[config.mk]
export PLATFORM = sky130hd
export DESIGN_NAME = stgs_front
export DESIGN_NICKNAME = d
export VERILOG_FILES = /design/src/hw/rtl/stgs_pkg.sv /design/src/hw/rtl/stgs_front.sv
export SDC_FILE = /design/constraint.sdc
export NUM_CORES = 1
export LEC_CHECK = 0
export ABC_AREA = 1
export BUFFER_PORTS_ARGS = -buffer_cell sky130_fd_sc_hd__clkbuf_2
export CAP_MARGIN = 10
export CORE_MARGIN = 3
export CORE_UTILIZATION = 38
export DETAILED_ROUTE_END_ITERATION = 16
export GPL_ROUTABILITY_DRIVEN = 0
export PLACE_DENSITY = 0.7
export SLEW_MARGIN = 20
export SYNTH_ARGS = -nofsm -noshare
export SYNTH_HDL_FRONTEND = slang
export SYNTH_SLANG_ARGS = --single-unit
[constraint.sdc]
create_clock -name clk -period 5.8 [get_ports clk]
set_input_delay 0.29 -clock clk [delete_from_list [all_inputs] [get_ports clk]]
set_output_delay 0.29 -clock clk [all_outputs]
set_load 0.005 [all_outputs]
[src/hw/rtl/stgs_pkg.sv]
// Shared types and constants for the rolling window cell store.
package stgs_pkg;

    localparam int ROWS_DEF      = 64;
    localparam int COLS_DEF      = 64;
    localparam int CELL_BITS_DEF = 8;

    typedef enum logic [1:0] {
        OP_READ     = 2'd0,
        OP_WRITE    = 2'd1,
        OP_RECENTER = 2'd2,
        OP_CLEAR    = 2'd3
    } op_t;

    typedef struct packed {
        logic [1:0]         opcode;
        logic signed [15:0] local_row;
        logic signed [15:0] local_col;
        logic [7:0]         write_value;
        logic signed [23:0] center_world_row;
        logic signed [23:0] center_world_col;
    } in_item_t;

    typedef struct packed {
        logic [7:0] cell_value;
        logic       in_range;
        logic       moved;
    } out_item_t;

    // Back end engine states
    typedef enum logic [2:0] {
        ST_IDLE,
        ST_READ,
        ST_FILL_ROW,
        ST_FILL_COL,
        ST_FILL_ALL,
        ST_RESULT
    } be_state_t;

endpackage

[src/hw/rtl/stgs_front.sv]
// Front end: accepts items, holds them in a short queue for the back end.
module stgs_front (
    input  logic                clk,
    input  logic                rst_n,
    input  logic                in_valid,
    output logic                in_ready,
    input  stgs_pkg::in_item_t  in_item,
    output logic                q_valid,
    input  logic                q_ready,
    output stgs_pkg::in_item_t  q_item
);
    import stgs_pkg::*;

    localparam int DEPTH = 2;

    in_item_t    mem_reg [DEPTH];
    logic        wr_ptr_reg, wr_ptr_next;
    logic        rd_ptr_reg, rd_ptr_next;
    logic [1:0]  cnt_reg, cnt_next;
    logic        push, pop;

    assign in_ready = (cnt_reg != 2'd2);
    assign q_valid  = (cnt_reg != 2'd0);
    assign q_item   = mem_reg[rd_ptr_reg];
    assign push     = in_valid && in_ready;
    assign pop      = q_valid && q_ready;

    // Pointer and count update
    always_comb
    begin
        wr_ptr_next = push ? ~wr_ptr_reg : wr_ptr_reg;
        rd_ptr_next = pop ? ~rd_ptr_reg : rd_ptr_reg;
        cnt_next    = cnt_reg + {1'b0, push} - {1'b0, pop};
    end

    always_ff @(posedge clk or negedge rst_n)
    begin
        if (!rst_n)
        begin
            wr_ptr_reg <= 1'b0;
            rd_ptr_reg <= 1'b0;
            cnt_reg    <= 2'd0;
        end
        else
        begin
            wr_ptr_reg <= wr_ptr_next;
            rd_ptr_reg <= rd_ptr_next;
            cnt_reg    <= cnt_next;
        end
    end

    // Queue storage
    always_ff @(posedge clk)
    begin
        if (push)
            mem_reg[wr_ptr_reg] <= in_item;
    end

endmodule

==> metrics.csv <==
stage;metric;value;unit
synthesis;commonest cells in the netlist;nand2_1, edfxtp_1, buf_2, clkbuf_8, inv_1;
cells_and_area;# nets final;788;
clock_tree;CTS tree;done;
global_route;first-pass GRT wire length;20900;um
synthesis;adder and majority gate portion of the synthesized area;0.367;%
die;IO Count;186;
global_route;GRT Overall Usage;13.8;%
synthesis;Mapped Cells;501;
hold_path;Hold Path Class;in -> reg;
clock_tree;clock root cell;clkbuf_16;
power_and_ir_drop;power after layout;4200;uW
synthesis;Post-synth EDFFs;180;
drt;number of remaining DRC errors;0;
setup_path;Setup crit end kind;output port;
setup_path;crit path from;rd_ptr_reg$_DFFE_PN0P_;
synthesis;mapped cell area;0.00683;mm^2
drt;Vias;4136;
die;row count;48;
drt;DRT Wirelength;13300;um
die;CORE AREA;0.0174;mm^2
synthesis;most numerous cell in the Yosys netlist;nand2_1;
clock_tree;Sink Count;184;
setup_path;FF-to-FF End;rd_ptr_reg$_DFFE_PN0P_;
setup_path;critical path class;reg -> out;
timing;Worst Tran Pin Value;0.679;ns
setup_path;FF-to-FF setup slack;3.49;ns
power_and_ir_drop;Pwr Density;495;mW/mm^2
synthesis;Unique masters post-synth;11;
drt;DRT iter0 DRCs;179;
synthesis;area leader, netlist;edfxtp_1;
global_route;vias in the first global route;4047;
cells_and_area;antenna cells;0;
timing;# setup viols final;0;
cells_and_area;Area Overhead vs Synth;24.3;%
setup_path;crit-path max FO;47;
synthesis;XOR/XNOR Fraction of Synth Area;0;%
cells_and_area;layout cells sized above 1;31.0;%
die;Die X;140;um
synthesis;yosys warns;0;
timing;period utilisation layout;51.6;%
global_route;largest net degree at the start of global routing;49;
hold_path;hold path depth;1;
drt;Vias/cell;4.46;
timing;setup TNS;0;ns
clock_tree;post-CTS sizing;0;
setup_path;max incr delay on CP;0.74;ns
clock_tree;Clk Latency, worst-skew pair;0.42;ns
clock_tree;Setup Fix Bufs, Post-CTS;0;
synthesis;area fraction in compound gates after synthesis;0;%
global_route;gr ovfl total;0;
power_and_ir_drop;LEAKAGE;0.00368;uW
clock_tree;clock buffer depth;2;
placement;placed cell count;897;
hold_path;Worst Hold End;mem_reg[0][2]$_DFFE_PP_;
drt;Routed Antenna Nets;0;
synthesis;simple-gate share of the synthesized area;15.8;%
die;Die ar.;0.0196;mm^2
timing;RSZ-0062 raised after global routing;no;
synthesis;Mapped Nets;597;
timing;Hold Fails Final Rpt;0;
cells_and_area;number of flip-flops in the largest register;180;
clock_tree;Worst-path clk slew;0.06;ns
synthesis;post-synthesis area per instance;13.6;um^2
run;total of max-cap violations;0;
placement;Port-buffer cells;185;
clock_tree;TritonCTS Buffers;17;
clock_tree;number of hold buffers added after cts;1;
power_and_ir_drop;VDD IR-drop max;0.262;mV
clock_tree;Max H-tree Level;4;
synthesis;Synth Flop Type;edfxtp_1;
timing;relative slew slack;54.7;%
hold_path;HP Start;in_item[2];
cells_and_area;Post-Layout Cell Count;928;
setup_path;crit path cell chain;clkinv_2, buf_4, nand2_1, nand2_1, clkbuf_2;
synthesis;largest family of logic cells by synthesized area;simple AND/OR/NAND/NOR gates;
setup_path;critical path arrival;2.70;ns
timing;Fmax;334;MHz
synthesis;share of the synthesized area in the top cell type;79.2;%
timing;minimum clock period after layout;2.99;ns
setup_path;slowest stage cell, crit path;dfrtp_4;
setup_path;worst reg2reg path depth;4;
setup_path;cell mode on critical path;nand2_1;
die;Die Height;140;um
placement;Detail Placement HPWL;8660;um
synthesis;sequential area share after synthesis;80.7;%
drt;post-DR wirelength/cell;14.4;um
setup_path;startpoint types;flop;
drt;DRT Pass-1 Iters;4;
timing;Worst Skew;0.0107;ns
timing;fin. max-slew vios;0;
setup_path;r2r startpoint;rd_ptr_reg$_DFFE_PN0P_;
setup_path;Required @ worst endpoint;5.51;ns
placement;Post-Place Cell Area;0.00791;mm^2
synthesis;multiplexer area fraction after synthesis;0;%
die;initial core utilization;39.2;%
synthesis;Seq cells post-synth;184;
synthesis;share of flip-flops with an asynchronous set or reset;2.17;%
global_route;initial antenna violation count;0;
outcome;status;finished, final reports clean;
cells_and_area;final design utilization;48.7;%
cells_and_area;Finished Cell Area;0.00848;mm^2
synthesis;Synth area leaders;edfxtp_1, nand2_1, clkbuf_8, dfrtp_1, buf_2;
## power by group
part           internal, uW  total (uW)  switching (uW)  leakage, uW
Clock                   666        1120             455     0.000265
Sequential             1820        1930             110      0.00172
Combinational           410        1150             740      0.00170
Total                  2890        4200            1310      0.00368
## metal layers
layer  GRT usage [%]  vias to the layer above  routed length, um
met5               0                        -                  0
met4            5.86                        0                317
met3            5.02                       26                974
met2            22.1                      146               6360
met1            17.0                     1904               5690
li1                -                     2060                  -
## cell families after synthesis
logic type / count (synthesis)
AND/OR/NAND/NOR: 287
adder cells (fa/ha/maj): 2
flip-flops: 184
buffers and inverters: 28
## cell type report
| class | instances | area, um^2 |
|---|---|---|
| inverter | 9 | 37.5 |
| sequential | 184 | 5510 |
| tap | 225 | 282 |
| multi-input combinational | 289 | 1110 |
| timing repair buffer | 191 | 973 |
| fill | 1539 | 8940 |
| clock buffer | 19 | 433 |
| clock inverter | 11 | 133 |
## cells in the final DEF (no fill, tap or decap)
cell and instances:
nor2_4 1, clkinvlp_4 3, clkinv_1 4, inv_4 1, ha_1 2, dfrtp_1 3
dfrtp_4 1, nand3_1 3, nand2_1 283, clkbuf_1 2, inv_1 7, edfxtp_1 180
dlygate4sd3_1 1, clkbuf_2 185, bufinv_16 3, clkbuf_16 17, clkinv_2 2, buf_4 5
## worst max-delay path: cells and delay by family (launching register included)
| kind | cells | cell delay (ns) |
|---|---|---|
| buffers and inverters | 3 | 1.31 |
| flip-flops | 1 | 0.74 |
| AND/OR/NAND/NOR | 2 | 0.19 |
## stage by stage
| step | setup WS (ns) | hold slack, ns |
|---|---|---|
| global route | 2.58 | 0.0360 |
| floorplan | 0.930 | -0.00559 |
| detailed placement | 3.14 | 0.112 |
| CTS | 2.67 | 0.0342 |
| global placement | 3.15 | 0.110 |
| finish | 2.81 | 0.0543 |
## worst max-delay path by stage
stage                              end  slack [ns]
6_report                    q_item[47]        2.81
3_5_place_dp                q_item[47]        3.14
3_3_place_gp                q_item[12]        3.15
5_1_grt                     q_item[28]        2.58
4_1_cts                     q_item[47]        2.67
2_1_floorplan  mem_reg[1][0]$_DFFE_PP_        0.93
Power figures use the tool's default switching activity.
